==> src/rtl/core/aasv_pkg.sv <==
// Shared widths, constants, register indexes and types of the averager.
// No dependencies; used by the interfaces, accumulator, converter, top and checker.
package aasv_pkg;

  // Field widths
  localparam int RAW_W      = 24;
  localparam int RED_W      = 24;
  localparam int VOLT_W     = 25;
  localparam int CNT_W      = 6;
  localparam int RES_W      = 5;
  localparam int GAIN_W     = 3;
  localparam int SHIFT_W    = 4;
  localparam int CFG_IDX_W  = 2;
  localparam int CFG_DATA_W = 6;

  // Sample count limit and resolution limits
  localparam int MAX_SAMPLES = 50;
  localparam int FULL_RES    = 24;
  localparam int SHIFT_MAX   = 12;

  // Datapath widths: job sum covers 63 samples, scaled numerator fits 50 bits
  localparam int JOB_SUM_W = RAW_W + CNT_W;
  localparam int NUM_W     = 50;
  localparam int DEN_W     = 21;

  // Voltage scale: 2.3522 / 3 = 11761 / 15000, half denominator for rounding
  localparam int COEF_W = 14;
  localparam logic [COEF_W-1:0] VOLT_COEF = 14'd11761;
  localparam int VOLT_DEN  = 15000;
  localparam int VOLT_HALF = 7500;

  // Register indexes
  localparam logic [CFG_IDX_W-1:0] REG_SAMPLE_COUNT = 2'd0;
  localparam logic [CFG_IDX_W-1:0] REG_RESOLUTION   = 2'd1;
  localparam logic [CFG_IDX_W-1:0] REG_GAIN         = 2'd2;

  // Register reset values
  localparam logic [CNT_W-1:0]  SAMPLE_COUNT_RST = 6'd1;
  localparam logic [RES_W-1:0]  RESOLUTION_RST   = 5'd24;
  localparam logic [GAIN_W-1:0] GAIN_RST         = 3'd0;

  typedef struct packed {
    logic [CNT_W-1:0]  sample_count;
    logic [RES_W-1:0]  resolution_bits;
    logic [GAIN_W-1:0] gain_exponent;
  } cfg_t;

  // One finished run handed from the accumulator to the converter
  typedef struct packed {
    logic                        valid;
    logic signed [JOB_SUM_W-1:0] sum;
    logic [CNT_W-1:0]            count;
    logic [SHIFT_W-1:0]          shift;
    logic [GAIN_W-1:0]           gain;
  } job_t;

  typedef struct packed {
    logic                     valid;
    logic signed [RED_W-1:0]  reduced;
    logic signed [VOLT_W-1:0] voltage;
  } res_t;

  // Bits dropped for a given kept resolution, saturated at SHIFT_MAX
  function automatic logic [SHIFT_W-1:0] shift_amount(input logic [RES_W-1:0] res);
    logic [RES_W-1:0] drop;
    drop = RES_W'(FULL_RES) - res;
    if (res >= RES_W'(FULL_RES)) begin
      shift_amount = '0;
    end else if (drop > RES_W'(SHIFT_MAX)) begin
      shift_amount = SHIFT_W'(SHIFT_MAX);
    end else begin
      shift_amount = drop[SHIFT_W-1:0];
    end
  endfunction

endpackage

==> src/rtl/core/aasv_in_if.sv <==
// Sample channel: valid/ready with one raw converter code.
// Depends on aasv_pkg.
interface aasv_in_if;
  logic                        valid;
  logic                        ready;
  logic [aasv_pkg::RAW_W-1:0]  raw_code;

  modport source (output valid, output raw_code, input ready);
  modport sink (input valid, input raw_code, output ready);
endinterface

==> src/rtl/core/aasv_out_if.sv <==
// Result channel: valid/ready with the reduced code and the voltage.
// Depends on aasv_pkg.
interface aasv_out_if;
  logic                               valid;
  logic                               ready;
  logic signed [aasv_pkg::RED_W-1:0]  reduced_code;
  logic signed [aasv_pkg::VOLT_W-1:0] voltage_fixed;

  modport source (output valid, output reduced_code, output voltage_fixed, input ready);
  modport sink (input valid, input reduced_code, input voltage_fixed, output ready);
endinterface

==> src/rtl/core/aasv_cfg_if.sv <==
// Register write channel: valid/ready with register index and write data.
// Depends on aasv_pkg.
interface aasv_cfg_if;
  logic                                valid;
  logic                                ready;
  logic [aasv_pkg::CFG_IDX_W-1:0]      index;
  logic [aasv_pkg::CFG_DATA_W-1:0]     data;

  modport source (output valid, output index, output data, input ready);
  modport sink (input valid, input index, input data, output ready);
endinterface

==> src/rtl/core/aasv_serial_div.sv <==
// Restoring divider, one quotient bit per cycle, unsigned operands.
// Depends on nothing; instantiated by aasv_convert.
module aasv_serial_div #(
  parameter int DvdW = 50,
  parameter int DvsW = 21
) (
  input  logic            clk_i,
  input  logic            rst_ni,
  input  logic            start_i,
  input  logic [DvdW-1:0] dividend_i,
  input  logic [DvsW-1:0] divisor_i,
  output logic            done_o,
  output logic [DvdW-1:0] quotient_o,
  output logic            rem_nz_o
);

  localparam int CntW = $clog2(DvdW + 1);

  logic [DvdW-1:0] quo_q;
  logic [DvsW-1:0] rem_q;
  logic [DvsW-1:0] dvs_q;
  logic [CntW-1:0] cnt_q;
  logic            busy_q;
  logic            done_q;

  logic [DvsW:0]   shifted;
  logic [DvsW+1:0] diff;
  logic            fits;

  // Trial subtract of the divisor from the partial remainder
  always_comb begin
    shifted = {rem_q, quo_q[DvdW-1]};
    diff    = {1'b0, shifted} - {2'b00, dvs_q};
    fits    = ~diff[DvsW+1];
  end

  // Step counter and done pulse
  always_ff @(posedge clk_i or negedge rst_ni) begin
    if (!rst_ni) begin
      busy_q <= 1'b0;
      done_q <= 1'b0;
      cnt_q  <= '0;
    end else begin
      done_q <= 1'b0;
      if (start_i) begin
        busy_q <= 1'b1;
        cnt_q  <= CntW'(DvdW);
      end else if (busy_q) begin
        cnt_q <= cnt_q - CntW'(1);
        if (cnt_q == CntW'(1)) begin
          busy_q <= 1'b0;
          done_q <= 1'b1;
        end
      end
    end
  end

  // Shift dividend out, quotient bits in
  always_ff @(posedge clk_i) begin
    if (start_i) begin
      quo_q <= dividend_i;
      rem_q <= '0;
      dvs_q <= divisor_i;
    end else if (busy_q) begin
      quo_q <= {quo_q[DvdW-2:0], fits};
      rem_q <= fits ? diff[DvsW-1:0] : shifted[DvsW-1:0];
    end
  end

  assign done_o     = done_q;
  assign quotient_o = quo_q;
  assign rem_nz_o   = |rem_q;

endmodule

==> src/rtl/core/aasv_serial_mul.sv <==
// Shift-and-add multiplier by a constant, one coefficient bit per cycle.
// Depends on nothing; instantiated by aasv_convert.
module aasv_serial_mul #(
  parameter int               ProdW = 50,
  parameter int               CoefW = 14,
  parameter logic [CoefW-1:0] Coef  = '1
) (
  input  logic             clk_i,
  input  logic             rst_ni,
  input  logic             start_i,
  input  logic [ProdW-1:0] mcand_i,
  input  logic [ProdW-1:0] init_i,
  output logic             done_o,
  output logic [ProdW-1:0] prod_o
);

  localparam int IdxW = (CoefW > 1) ? $clog2(CoefW) : 1;

  logic [ProdW-1:0] acc_q;
  logic [ProdW-1:0] mc_q;
  logic [IdxW-1:0]  idx_q;
  logic             busy_q;
  logic             done_q;

  // Coefficient bit counter and done pulse
  always_ff @(posedge clk_i or negedge rst_ni) begin
    if (!rst_ni) begin
      busy_q <= 1'b0;
      done_q <= 1'b0;
      idx_q  <= '0;
    end else begin
      done_q <= 1'b0;
      if (start_i) begin
        busy_q <= 1'b1;
        idx_q  <= '0;
      end else if (busy_q) begin
        idx_q <= idx_q + IdxW'(1);
        if (idx_q == IdxW'(CoefW - 1)) begin
          busy_q <= 1'b0;
          done_q <= 1'b1;
        end
      end
    end
  end

  // Add the shifted multiplicand where the coefficient bit is set
  always_ff @(posedge clk_i) begin
    if (start_i) begin
      acc_q <= init_i;
      mc_q  <= mcand_i;
    end else if (busy_q) begin
      if (Coef[idx_q]) begin
        acc_q <= acc_q + mc_q;
      end
      mc_q <= {mc_q[ProdW-2:0], 1'b0};
    end
  end

  assign done_o = done_q;
  assign prod_o = acc_q;

endmodule

==> src/rtl/core/aasv_accum.sv <==
// Sample accumulator: running signed sum, sample counter, run closing.
// Depends on aasv_pkg; instantiated by the top level.
module aasv_accum #(
  parameter int MaxSamples = aasv_pkg::MAX_SAMPLES
) (
  input  logic                             clk_i,
  input  logic                             rst_ni,
  input  logic                             in_valid_i,
  input  logic [aasv_pkg::RAW_W-1:0]       raw_code_i,
  output logic                             in_ready_o,
  input  aasv_pkg::cfg_t                   cfg_i,
  input  logic                             conv_idle_i,
  output aasv_pkg::job_t                   job_o
);

  localparam int CntMax = (1 << aasv_pkg::CNT_W) - 1;
  localparam int EffMax = (MaxSamples > CntMax) ? CntMax : MaxSamples;
  localparam int SumW   = aasv_pkg::RAW_W + $clog2(EffMax);

  logic signed [SumW-1:0]        sum_q, sum_d;
  logic [aasv_pkg::CNT_W-1:0]    seen_q, seen_d;

  logic signed [SumW-1:0]        sum_add;
  logic [aasv_pkg::CNT_W:0]      seen_inc;
  logic [aasv_pkg::CNT_W-1:0]    n_eff;
  logic                          closes;
  logic                          accept;

  // Clamp the configured count to 1 .. EffMax
  always_comb begin
    if (cfg_i.sample_count == '0) begin
      n_eff = aasv_pkg::CNT_W'(1);
    end else if (cfg_i.sample_count > aasv_pkg::CNT_W'(EffMax)) begin
      n_eff = aasv_pkg::CNT_W'(EffMax);
    end else begin
      n_eff = cfg_i.sample_count;
    end
  end

  // Next sample closes the run once the count is reached or passed
  always_comb begin
    seen_inc = {1'b0, seen_q} + (aasv_pkg::CNT_W + 1)'(1);
    closes   = seen_inc >= {1'b0, n_eff};
    sum_add  = sum_q + SumW'($signed(raw_code_i));
  end

  // Hold a closing sample until the converter is free
  assign in_ready_o = ~closes | conv_idle_i;
  assign accept     = in_valid_i & in_ready_o;

  always_comb begin
    sum_d  = sum_q;
    seen_d = seen_q;
    if (accept) begin
      if (closes) begin
        sum_d  = '0;
        seen_d = '0;
      end else begin
        sum_d  = sum_add;
        seen_d = seen_inc[aasv_pkg::CNT_W-1:0];
      end
    end
  end

  always_ff @(posedge clk_i or negedge rst_ni) begin
    if (!rst_ni) begin
      sum_q  <= '0;
      seen_q <= '0;
    end else begin
      sum_q  <= sum_d;
      seen_q <= seen_d;
    end
  end

  // Hand the closed run to the converter in the transfer cycle
  always_comb begin
    job_o.valid = accept & closes;
    job_o.sum   = aasv_pkg::JOB_SUM_W'(sum_add);
    job_o.count = n_eff;
    job_o.shift = aasv_pkg::shift_amount(cfg_i.resolution_bits);
    job_o.gain  = cfg_i.gain_exponent;
  end

endmodule

==> src/rtl/core/aasv_convert.sv <==
// Converter: signed mean, resolution shift, voltage scaling with rounding.
// Depends on aasv_pkg, aasv_serial_div and aasv_serial_mul.
module aasv_convert (
  input  logic           clk_i,
  input  logic           rst_ni,
  input  aasv_pkg::job_t job_i,
  output logic           idle_o,
  output aasv_pkg::res_t res_o,
  input  logic           res_ready_i
);

  localparam logic [2:0] ST_IDLE   = 3'd0;
  localparam logic [2:0] ST_DIV1   = 3'd1;
  localparam logic [2:0] ST_MEAN   = 3'd2;
  localparam logic [2:0] ST_RED    = 3'd3;
  localparam logic [2:0] ST_MSTART = 3'd4;
  localparam logic [2:0] ST_MUL    = 3'd5;
  localparam logic [2:0] ST_DIV2   = 3'd6;
  localparam logic [2:0] ST_DONE   = 3'd7;

  localparam int RED_W  = aasv_pkg::RED_W;
  localparam int VOLT_W = aasv_pkg::VOLT_W;
  localparam int NUM_W  = aasv_pkg::NUM_W;
  localparam int DEN_W  = aasv_pkg::DEN_W;
  localparam int SUM_W  = aasv_pkg::JOB_SUM_W;

  logic [2:0]                     state_q, state_d;
  logic                           neg_q;
  logic [aasv_pkg::SHIFT_W-1:0]   shift_q;
  logic [aasv_pkg::GAIN_W-1:0]    gain_q;
  // Mean and reduced code keep the full sum width: a count lowered mid-run
  // can push them past the code width, and only the low bits leave
  logic signed [SUM_W-1:0]        mean_q;
  logic signed [SUM_W-1:0]        red_q;
  logic signed [VOLT_W-1:0]       volt_q;

  logic [SUM_W-1:0]               sum_mag;
  logic [SUM_W-1:0]               mean_mag;
  logic [SUM_W-1:0]               red_mag;
  logic [VOLT_W-1:0]              volt_mag;
  logic [aasv_pkg::SHIFT_W-1:0]   scale_sh;

  logic                           div_start;
  logic [NUM_W-1:0]               div_dividend;
  logic [DEN_W-1:0]               div_divisor;
  logic                           div_done;
  logic [NUM_W-1:0]               div_quo;
  logic                           div_rem_nz;

  logic                           mul_start;
  logic [NUM_W-1:0]               mul_mcand;
  logic [NUM_W-1:0]               mul_init;
  logic                           mul_done;
  logic [NUM_W-1:0]               mul_prod;

  // Magnitudes of the incoming sum, the mean, the reduced code and the voltage, and the scale shift
  always_comb begin
    sum_mag  = job_i.sum[SUM_W-1] ? SUM_W'(-job_i.sum) : SUM_W'(job_i.sum);
    mean_mag = div_quo[SUM_W-1:0] + SUM_W'(neg_q & div_rem_nz);
    red_mag  = red_q[SUM_W-1] ? SUM_W'(-red_q) : SUM_W'(red_q);
    volt_mag = div_quo[VOLT_W-1:0];
    scale_sh = shift_q + aasv_pkg::SHIFT_W'(1);
  end

  // Sequence the shared divider and the multiplier
  always_comb begin
    state_d      = state_q;
    div_start    = 1'b0;
    div_dividend = NUM_W'(sum_mag);
    div_divisor  = DEN_W'(job_i.count);
    mul_start    = 1'b0;
    mul_mcand    = NUM_W'(red_mag) << scale_sh;
    mul_init     = NUM_W'(aasv_pkg::VOLT_HALF) << gain_q;
    case (state_q)
      ST_IDLE: begin
        if (job_i.valid) begin
          div_start = 1'b1;
          state_d   = ST_DIV1;
        end
      end
      ST_DIV1: begin
        if (div_done) begin
          state_d = ST_MEAN;
        end
      end
      ST_MEAN:   state_d = ST_RED;
      ST_RED:    state_d = ST_MSTART;
      ST_MSTART: begin
        mul_start = 1'b1;
        state_d   = ST_MUL;
      end
      ST_MUL: begin
        div_dividend = mul_prod;
        div_divisor  = DEN_W'(aasv_pkg::VOLT_DEN) << gain_q;
        if (mul_done) begin
          div_start = 1'b1;
          state_d   = ST_DIV2;
        end
      end
      ST_DIV2: begin
        if (div_done) begin
          state_d = ST_DONE;
        end
      end
      ST_DONE: begin
        if (res_ready_i) begin
          state_d = ST_IDLE;
        end
      end
      default: state_d = ST_IDLE;
    endcase
  end

  always_ff @(posedge clk_i or negedge rst_ni) begin
    if (!rst_ni) begin
      state_q <= ST_IDLE;
    end else begin
      state_q <= state_d;
    end
  end

  // Capture the run settings, then the mean, reduced code and voltage
  always_ff @(posedge clk_i) begin
    if (state_q == ST_IDLE && job_i.valid) begin
      neg_q   <= job_i.sum[SUM_W-1];
      shift_q <= job_i.shift;
      gain_q  <= job_i.gain;
    end
    if (state_q == ST_MEAN) begin
      mean_q <= neg_q ? -$signed(mean_mag) : $signed(mean_mag);
    end
    if (state_q == ST_RED) begin
      red_q <= mean_q >>> shift_q;
    end
    if (state_q == ST_DIV2 && div_done) begin
      volt_q <= red_q[SUM_W-1] ? -$signed(volt_mag) : $signed(volt_mag);
    end
  end

  aasv_serial_div #(
    .DvdW (NUM_W),
    .DvsW (DEN_W)
  ) u_div (
    .clk_i      (clk_i),
    .rst_ni     (rst_ni),
    .start_i    (div_start),
    .dividend_i (div_dividend),
    .divisor_i  (div_divisor),
    .done_o     (div_done),
    .quotient_o (div_quo),
    .rem_nz_o   (div_rem_nz)
  );

  aasv_serial_mul #(
    .ProdW (NUM_W),
    .CoefW (aasv_pkg::COEF_W),
    .Coef  (aasv_pkg::VOLT_COEF)
  ) u_mul (
    .clk_i   (clk_i),
    .rst_ni  (rst_ni),
    .start_i (mul_start),
    .mcand_i (mul_mcand),
    .init_i  (mul_init),
    .done_o  (mul_done),
    .prod_o  (mul_prod)
  );

  assign idle_o        = (state_q == ST_IDLE);
  assign res_o.valid   = (state_q == ST_DONE);
  assign res_o.reduced = red_q[RED_W-1:0];
  assign res_o.voltage = volt_q;

endmodule

==> src/rtl/core/adc_average_scale_to_voltage.sv <==
// Top level of the converter-code averager with voltage scaling.
// Depends on aasv_pkg, the channel interfaces, aasv_accum and aasv_convert.
//
// Usage:
//   in_chan_i  takes one 24-bit two's-complement code per transfer.
//   res_chan_o offers one result per closed run: the floor of the signed mean
//              shifted down to the kept resolution, and the voltage (LSB 2^-24 V).
//   cfg_chan_i writes sample_count (0), resolution_bits (1), gain_exponent (2);
//              it is always ready; the user writes it only while no run converts,
//              which the block itself does not enforce.
// Sample flow and conversion:
//   Samples that do not close a run stream back to back, also while an
//   earlier run is still converting. The closing sample starts a bit-serial
//   conversion: the 50-step mean divide, the rounding of the mean, the shift,
//   the start and the 14 steps of the multiply, the divide by the gain-scaled
//   denominator and the load of the output register. A closing sample waits
//   (ready low) until the converter is free.
// Reset clears the sum, the sample count and the output valid flag; the
// registers return to 1, 24 and 0. When the receiver stalls, the result holds
// in the output register and the converter holds the next one behind it.
module adc_average_scale_to_voltage #(
  parameter int MaxSamples = aasv_pkg::MAX_SAMPLES
) (
  input  logic      clk_i,
  input  logic      rst_ni,
  aasv_in_if.sink   in_chan_i,
  aasv_out_if.source res_chan_o,
  aasv_cfg_if.sink  cfg_chan_i
);

  aasv_pkg::cfg_t   cfg_q;
  aasv_pkg::job_t   job;
  aasv_pkg::res_t   res;
  logic             conv_idle;
  logic             res_ready;

  logic                               out_valid_q;
  logic signed [aasv_pkg::RED_W-1:0]  out_red_q;
  logic signed [aasv_pkg::VOLT_W-1:0] out_volt_q;

  // Take register writes at any time
  assign cfg_chan_i.ready = 1'b1;

  always_ff @(posedge clk_i or negedge rst_ni) begin
    if (!rst_ni) begin
      cfg_q.sample_count    <= aasv_pkg::SAMPLE_COUNT_RST;
      cfg_q.resolution_bits <= aasv_pkg::RESOLUTION_RST;
      cfg_q.gain_exponent   <= aasv_pkg::GAIN_RST;
    end else if (cfg_chan_i.valid) begin
      case (cfg_chan_i.index)
        aasv_pkg::REG_SAMPLE_COUNT: begin
          cfg_q.sample_count <= cfg_chan_i.data[aasv_pkg::CNT_W-1:0];
        end
        aasv_pkg::REG_RESOLUTION: begin
          cfg_q.resolution_bits <= cfg_chan_i.data[aasv_pkg::RES_W-1:0];
        end
        aasv_pkg::REG_GAIN: begin
          cfg_q.gain_exponent <= cfg_chan_i.data[aasv_pkg::GAIN_W-1:0];
        end
        default: ;
      endcase
    end
  end

  aasv_accum #(
    .MaxSamples (MaxSamples)
  ) u_accum (
    .clk_i       (clk_i),
    .rst_ni      (rst_ni),
    .in_valid_i  (in_chan_i.valid),
    .raw_code_i  (in_chan_i.raw_code),
    .in_ready_o  (in_chan_i.ready),
    .cfg_i       (cfg_q),
    .conv_idle_i (conv_idle),
    .job_o       (job)
  );

  aasv_convert u_convert (
    .clk_i       (clk_i),
    .rst_ni      (rst_ni),
    .job_i       (job),
    .idle_o      (conv_idle),
    .res_o       (res),
    .res_ready_i (res_ready)
  );

  // Load the output register when it is empty or being drained
  assign res_ready = ~out_valid_q | res_chan_o.ready;

  always_ff @(posedge clk_i or negedge rst_ni) begin
    if (!rst_ni) begin
      out_valid_q <= 1'b0;
    end else if (res_ready) begin
      out_valid_q <= res.valid;
    end
  end

  always_ff @(posedge clk_i) begin
    if (res_ready && res.valid) begin
      out_red_q  <= res.reduced;
      out_volt_q <= res.voltage;
    end
  end

  assign res_chan_o.valid         = out_valid_q;
  assign res_chan_o.reduced_code  = out_red_q;
  assign res_chan_o.voltage_fixed = out_volt_q;

endmodule

==> src/flat_wrapper.sv <==
// flat-port wrapper written by rule: the top's interface ports become plain ports
module adc_average_scale_to_voltage_flat 
#(
  parameter int MaxSamples = aasv_pkg::MAX_SAMPLES
)
  (clk_i, rst_ni, in_chan_i_valid, in_chan_i_raw_code, in_chan_i_ready, res_chan_o_valid, res_chan_o_reduced_code, res_chan_o_voltage_fixed, res_chan_o_ready, cfg_chan_i_valid, cfg_chan_i_index, cfg_chan_i_data, cfg_chan_i_ready);
  aasv_in_if in_chan_i_i ();
  aasv_out_if res_chan_o_i ();
  aasv_cfg_if cfg_chan_i_i ();
  input  logic clk_i;
  input  logic rst_ni;
  input wire logic [$bits(in_chan_i_i.valid)-1:0] in_chan_i_valid;
  input wire logic [$bits(in_chan_i_i.raw_code)-1:0] in_chan_i_raw_code;
  output wire logic [$bits(in_chan_i_i.ready)-1:0] in_chan_i_ready;
  output wire logic [$bits(res_chan_o_i.valid)-1:0] res_chan_o_valid;
  output wire logic [$bits(res_chan_o_i.reduced_code)-1:0] res_chan_o_reduced_code;
  output wire logic [$bits(res_chan_o_i.voltage_fixed)-1:0] res_chan_o_voltage_fixed;
  input wire logic [$bits(res_chan_o_i.ready)-1:0] res_chan_o_ready;
  input wire logic [$bits(cfg_chan_i_i.valid)-1:0] cfg_chan_i_valid;
  input wire logic [$bits(cfg_chan_i_i.index)-1:0] cfg_chan_i_index;
  input wire logic [$bits(cfg_chan_i_i.data)-1:0] cfg_chan_i_data;
  output wire logic [$bits(cfg_chan_i_i.ready)-1:0] cfg_chan_i_ready;
  assign in_chan_i_i.valid = in_chan_i_valid;
  assign in_chan_i_i.raw_code = in_chan_i_raw_code;
  assign in_chan_i_ready = in_chan_i_i.ready;
  assign res_chan_o_valid = res_chan_o_i.valid;
  assign res_chan_o_reduced_code = res_chan_o_i.reduced_code;
  assign res_chan_o_voltage_fixed = res_chan_o_i.voltage_fixed;
  assign res_chan_o_i.ready = res_chan_o_ready;
  assign cfg_chan_i_i.valid = cfg_chan_i_valid;
  assign cfg_chan_i_i.index = cfg_chan_i_index;
  assign cfg_chan_i_i.data = cfg_chan_i_data;
  assign cfg_chan_i_ready = cfg_chan_i_i.ready;
  adc_average_scale_to_voltage #(.MaxSamples(MaxSamples)) u_core (.clk_i(clk_i), .rst_ni(rst_ni), .in_chan_i(in_chan_i_i), .res_chan_o(res_chan_o_i), .cfg_chan_i(cfg_chan_i_i));
endmodule
==> config.mk <==
export PLATFORM = sky130hd
export DESIGN_NAME = adc_average_scale_to_voltage_flat
export DESIGN_NICKNAME = d
export VERILOG_FILES = /design/src/rtl/core/aasv_pkg.sv /design/src/rtl/core/aasv_in_if.sv /design/src/rtl/core/aasv_out_if.sv /design/src/rtl/core/aasv_cfg_if.sv /design/src/rtl/core/aasv_serial_div.sv /design/src/rtl/core/aasv_serial_mul.sv /design/src/rtl/core/aasv_accum.sv /design/src/rtl/core/aasv_convert.sv /design/src/rtl/core/adc_average_scale_to_voltage.sv /design/src/flat_wrapper.sv
export SDC_FILE = /design/constraint.sdc
export NUM_CORES = 1
export LEC_CHECK = 0
export BUFFER_PORTS_ARGS = -buffer_cell sky130_fd_sc_hd__buf_2
export CORE_ASPECT_RATIO = 1.25
export CORE_MARGIN = 8
export CORE_UTILIZATION = 54
export CTS_CLUSTER_SIZE = 40
export DETAILED_ROUTE_END_ITERATION = 7
export PLACE_DENSITY = 0.71
export SLEW_MARGIN = 40
export SYNTH_ARGS = -nofsm -noshare
export SYNTH_HDL_FRONTEND = slang
export SYNTH_SLANG_ARGS = --single-unit
==> constraint.sdc <==
create_clock -name clk_i -period 7.38 [get_ports clk_i]
set_clock_uncertainty 0.2 [all_clocks]
set_input_delay 0.369 -clock clk_i [delete_from_list [all_inputs] [get_ports clk_i]]
set_output_delay 0.369 -clock clk_i [all_outputs]
set_load 0.03 [all_outputs]
Yosys cells after proc, flatten, opt, wreduce, memory -nomap -nowiden. Memory sizes are Yosys's and may differ from the RTL's. Index checks and enable logic that the tools add are counted. Widths: inputs -> output; s select.

Memories kept: 1. Flip-flop bits (word level): 402. Memory bits (read-only): 16. Word-level logic and storage cells: 137. Input bits: 37.

Reduce and logical (&&, ||, !) cells: 16. Magnitude comparators: 5. Shifts and indexed selects: 4. Add/sub/neg operators: 13. Mux-type cells: 46. Eq/ne operators: 16. Bitwise logic cells: 8.

Memory list: (no name shown) (words 16, width 1, rd ports 1, clocked after Yosys merged registers in 0, wr ports 0, RTL line aasv_serial_mul.sv:52) `if (Coef[idx_q]) begin`.

Operators by type and width (count): $mux 50 (8); $mux 30 (4); $neg 30->30 (3); $add 50x50->50 (1); $shl 13x3->50 const A (1); $shl 30x4->50 (1); $mux 6 (6); $add 30x1->30 (1); $add 30x24->30 (1); $sshr 30x4->30 (1); $mux 25 (1); $neg 25->25 (1); $pmux 3 s8 (1); $sub 22x21->23 (1); $mux 21 (1); $reduce_or 21->1 (1); $shl 14x3->21 const A (1); $mux 1 (16); $mux 3 (5); $eq 3x3->1 const B (4); $mux 4 (3); $add 4x1->4 const B (2); $reduce_and 2->1 (4); $add 6x1->7 const B (1); 26 further kinds (39).

Depth between registers and ports, before layout.
Depth in word-level cells: 11. Gate-level depth with buffers: 19.

Cells and area by module. A second synthesis with hierarchy kept.

Cells, all modules: 3066. Area total of the unflattened synthesis: 29223.0 um^2.

Modules (own cells, without submodules): aasv_convert (area each 11377.2 um^2, sequential area each 2867.8 um^2, instances 1, cells each 1451); aasv_serial_mul (area each 7363.3 um^2, sequential area each 3153.0 um^2, instances 1, cells each 734); aasv_serial_div (area each 5180.0 um^2, sequential area each 2752.6 um^2, instances 1, cells each 434); aasv_accum (area each 3230.6 um^2, sequential area each 900.9 um^2, instances 1, cells each 361); adc_average_scale_to_voltage (area each 2072.0 um^2, sequential area each 1850.5 um^2, instances 1, cells each 86).

Least setup slack after synthesis. Ideal clock, no wire load.

Path kind: reg2reg. Start point: register u_core.u_convert.neg_q. End point: register u_core.u_convert.mean_q[27], data pin. Slack: 2.818 ns. Data arrival time: 4.102 ns. Clock period less this slack: 4.562 ns. Stages on the path, launching flop included: 18. Cell sequence: edfxtp_1 clkbuf_1 clkbuf_1 buf_1 o41a_1 ha_1 ha_1 buf_4 nand3_2 nor4_1 nand2_1 o31a_1 or4_4 a2111oi_4 nor2b_1 nor2_1 nand2_1 xnor2_1.

Cells in the longest elaborated chain, start to end: 4.

RTL lines: from (decl) (RTL line aasv_convert.sv:28) `logic neg_q;`; from (signal assigned) (RTL line aasv_convert.sv:125) `neg_q <= job_i.sum[SUM_W-1];`; $and 1x1->1 (RTL line aasv_convert.sv:59) `mean_mag = div_quo[SUM_W-1:0] + SUM_W'(neg_q & div_rem_nz);`; $add 30x1->30 (RTL line aasv_convert.sv:59); $neg 30->30 (RTL line aasv_convert.sv:130) `mean_q <= neg_q ? -$signed(mean_mag) : $signed(mean_mag);`; $mux 30 * (RTL line aasv_convert.sv:130); to (signal assigned) (RTL line aasv_convert.sv:130); to (decl) (RTL line aasv_convert.sv:33) `logic signed [SUM_W-1:0] mean_q;`.

Every way passes the cells marked *; elsewhere a longest branch is shown, timed or not. A chain may end at the register's enable or synchronous reset.

Final worst setup path.
Start point: register u_core.u_convert.u_div.rem_q[14]. End point: register u_core.u_convert.mean_q[27], data pin.

Cells in the longest elaborated chain, start to end: 5.

RTL lines: from (decl) (RTL line aasv_serial_div.sv:20) `logic [DvsW-1:0] rem_q;`; from (signal assigned) (RTL line aasv_serial_div.sv:66) `rem_q <= fits ? diff[DvsW-1:0] : shifted[DvsW-1:0];`; $reduce_or 21->1 * (RTL line aasv_serial_div.sv:72) `assign rem_nz_o = |rem_q;`; $and 1x1->1 * (RTL line aasv_convert.sv:59); $add 30x1->30 * (RTL line aasv_convert.sv:59); $neg 30->30 (RTL line aasv_convert.sv:130); $mux 30 * (RTL line aasv_convert.sv:130).

Marked as above.

==> flow_summary.ini <==
[run_status]
status = complete, but fails checks
violations = hold timing

[critical_path]
worstReg2RegEnd = u_core.u_convert.mean_q[27]
cpMostUsedCell = ha_1
critPathCaptureType = register
worstPathMaxFanout = 8
startpoint_type = register
critPathKind = reg -> reg
path_buf_inv = 0
worstReg2RegStart = u_core.u_convert.u_div.rem_q[14]
reg2reg_slack_ps = 2360
crit_chain = or4_1 -> o41a_1 -> ha_1 -> ha_1 -> nand3_2 -> o21ai_0 -> mux2_1 -> o31a_1 -> or4_4 -> a2111oi_4 -> nor2b_1 -> nor2_1 -> nand2_1 -> xnor2_1
cp.depth = 14
slowest_stage = or4_4
arrival_ps = 5140
cpPeakStageDelay_ps = 590
reg2reg_depth = 14
crit_required_ps = 7490
crit_family = simple AND/OR/NAND/NOR gates

[finish]
final-seq-area_sq_um = 11500
multi_input_area_sq_um = 15000
area_growth_pct = 8.83
final.fill_count = 4279
utilization = 0.594
layout.nets = 3093
drive_above_1_share = 0.105
insertedDiodeCount = 0

[sta]
period_needed_ps = 5020
worst_pin_slew_ps = 784
rsz0062_at_grt = no
finalSetupViolCount = 0
fmax_ghz = 0.199
hold_viol = 1
fin_hold_ws_ps = -14.1
timing.setup.tns_ps = 0
slew_viol_final = 0
period_share = 0.681
relSlewSlack = 0.464

[clocking]
clockBufferDepth = 3
cts_sinks = 402
clk_pin_slew_ps = 60
cts_tree = done
htree_levels = 2
insertion_delay_ps = 580
cts-root-buf = clkbuf_16
ctsResizeCount = 0
cts_made_buffers = 44

[synth]
synth.cells.most_frequent = nand2_1 (342), edfxtp_1 (313), nor2_1 (235), a21oi_1 (224), o21ai_0 (180)
yosys.area.top_type = edfxtp_1
ys_seq_area_frac = 0.420
syn_area_sq_um = 27500
synth-edff-count = 313
synth_seq_cells = 402
synth-async-reset-ratio = 0.169
netlist_top_cells_area = edfxtp_1 (34%), dfrtp_1 (5.9%), ha_1 (5.6%)
syn_inst = 2926
yosysWarnings = 0
synth_area_per_cell_sq_um = 9.39
synth.most_common_cell = nand2_1
synth_flop_cell = edfxtp_1
synth_cell_types = 104
yosysTopAreaCellShare = 0.342
syn-num-nets = 3090

[drt]
drc = 0
drtIter0Drc = 2029
detail_route.wl_per_cell_um = 20.4
ant_nets = 0
dr.pass1.iters = 5
drt-total-wl_um = 73900
vias_per_cell = 6.25
vias = 22600

[power_and_ir_drop]
power_leakage_uw = 0.0118
power_density_nw_per_um2 = 269
ir_worst_vdd_mv = 0.233

[global_routing]
grt_pass1_vias = 21900
grt_start_max_net_pins = 85
antenna_found_initial = 0
track_usage = 0.248
grt_overflow = 0
grt_pass1_wl_um = 117000

[hold_path]
hp-start = cfg_chan_i_index[0]
whs_path_depth = 3
worstHoldEndpoint = u_core.cfg_q[12]
hold_class = in -> reg

[floorplanning]
coreArea_sq_um = 50300
initial_utilization = 0.546
die_area_sq_um = 58400
die_h_um = 268
rows = 92
die_x_um = 218
io_pins = 89

[placement]
io_buffers = 87
place.gp.congestion = 0.937
dpl.hpwl_um = 54400

[job]
max-cap-violations = 0
worst max-delay path by stage:
stage / from / end / slack (ps)
after floorplan: u_core.u_convert.neg_q / u_core.u_convert.mean_q[27] / 2820
after global placement: u_core.u_convert.neg_q / u_core.u_convert.mean_q[27] / 1890
after detailed placement: u_core.u_convert.u_div.rem_q[14] / u_core.u_convert.mean_q[27] / 2400
after CTS: u_core.u_convert.u_div.rem_q[14] / u_core.u_convert.mean_q[27] / 2360
after global routing: u_core.cfg_q[11] / u_core.u_convert.u_div.quotient_o[22] / 1940
final: u_core.u_convert.u_div.rem_q[14] / u_core.u_convert.mean_q[27] / 2360
cell type report:
| type | instances | share of cell area |
|---|---|---|
| inverter | 97 | 0.0122 |
| sequential | 402 | 0.386 |
| tap | 658 | 0.0275 |
| clock inverter | 24 | 0.00691 |
| timing repair buffer | 131 | 0.0273 |
| multi-input combinational | 2253 | 0.501 |
| clock buffer | 56 | 0.0397 |
report_power, final:
group	leakage, uW	switching (uW)	total [uW]	internal [uW]
registers	0.00386	221	2870	2650
logic	0.00726	1810	2980	1170
clock network	0.000687	941	2190	1250
total	0.0118	2970	8030	5060
sequential cells by signal, indices dropped and copies added (netlist names), 4 cells and up:
name                               flops
u_core.u_convert.u_div.quotient_o     50
u_core.u_convert.u_mul.mc_q           50
u_core.u_convert.u_mul.prod_o         50
u_core.u_accum.sum_q                  30
u_core.u_convert.mean_q               30
u_core.u_convert.red_q                30
u_core.res_chan_o.voltage_fixed       25
u_core.u_convert.volt_q               25
u_core.res_chan_o.reduced_code        24
u_core.u_convert.u_div.dvs_q          21
u_core.u_convert.u_div.rem_q          21
u_core.cfg_q                          14
u_core.u_accum.seen_q                  6
u_core.u_convert.u_div.cnt_q           6
u_core.u_convert.shift_q               4
u_core.u_convert.u_mul.idx_q           4
cells in the final DEF (no fill, tap or decap), types with 12 or more instances in the layout:
cell type    n
and2_1      26
buf_2       87
nor2_1     231
o41ai_1     14
mux4_2      23
a22o_1      25
a41oi_1     12
inv_1       93
dfxtp_1     21
a21o_1      52
edfxtp_1   313
clkbuf_16   45
buf_4       29
nand3_1    110
nor4_1      22
xor2_1      95
o22ai_1     14
a21oi_1    224
o21ai_1     19
o31ai_1     22
nor3_1      54
mux2_2      23
nor2b_1     16
o21bai_1    12
xnor2_1    115
or2_2       18
and3_1      46
a211oi_1    20
or4_1       12
ha_1       124
o211ai_1    28
nand2b_1    21
dfrtp_1     65
nand4_1     23
a31oi_1     36
o21ai_0    180
or3_1       28
mux2i_1     73
o21a_1      23
nand2_1    340
worst reg2reg max path, cell delays in order, from the launching register on:
cell and delay [ps]:
dfxtp_1 340, or4_1 520, o41a_1 520, ha_1 360
ha_1 340, nand3_2 200, o21ai_0 110, mux2_1 340
o31a_1 300, or4_4 590, a2111oi_4 380, nor2b_1 130
nor2_1 200, nand2_1 90, xnor2_1 140
repair_timing:
action                                 CTS  global route
setup buffers                            0             0
hold buffers                            10             0
endpoints found under the hold margin   80             0
cells by family (layout without fill, tap and decap cells):
family / Yosys count / after routing / synth area share
other cells: 1 / 1 / 0.000137
mux: 123 / 123 / 0.0567
buf+inv: 271 / 308 / 0.0385
fa+ha+maj: 127 / 127 / 0.0587
flops: 402 / 402 / 0.420
compound gates: 783 / 783 / 0.183
simple gates: 1005 / 1005 / 0.175
xor+xnor: 214 / 214 / 0.0682
metrics by stage:
step	hold slack (ps)	cells	total power (uW)	worst slack [ps]	area, sq um
final	-14.1	3621	8030	2360	29900
after global routing	11.2	3621	8460	1940	29900
after CTS	0.174	3621	8010	2360	29900
after detailed placement	205	3531	5810	2400	28400
after global placement	205	3528	5720	1890	28300
after floorplan	-127	2926	5090	2820	27500
layer usage:
layer	part of all wire	vias up	global-route usage
met3	0.054	138	0.0312
met5	0	-	0
li1	-	10800	-
met1	0.43	11000	0.321
met4	0.036	0	0.0942
met2	0.48	735	0.419
No activity file was read; power rests on OpenSTA's default activity.
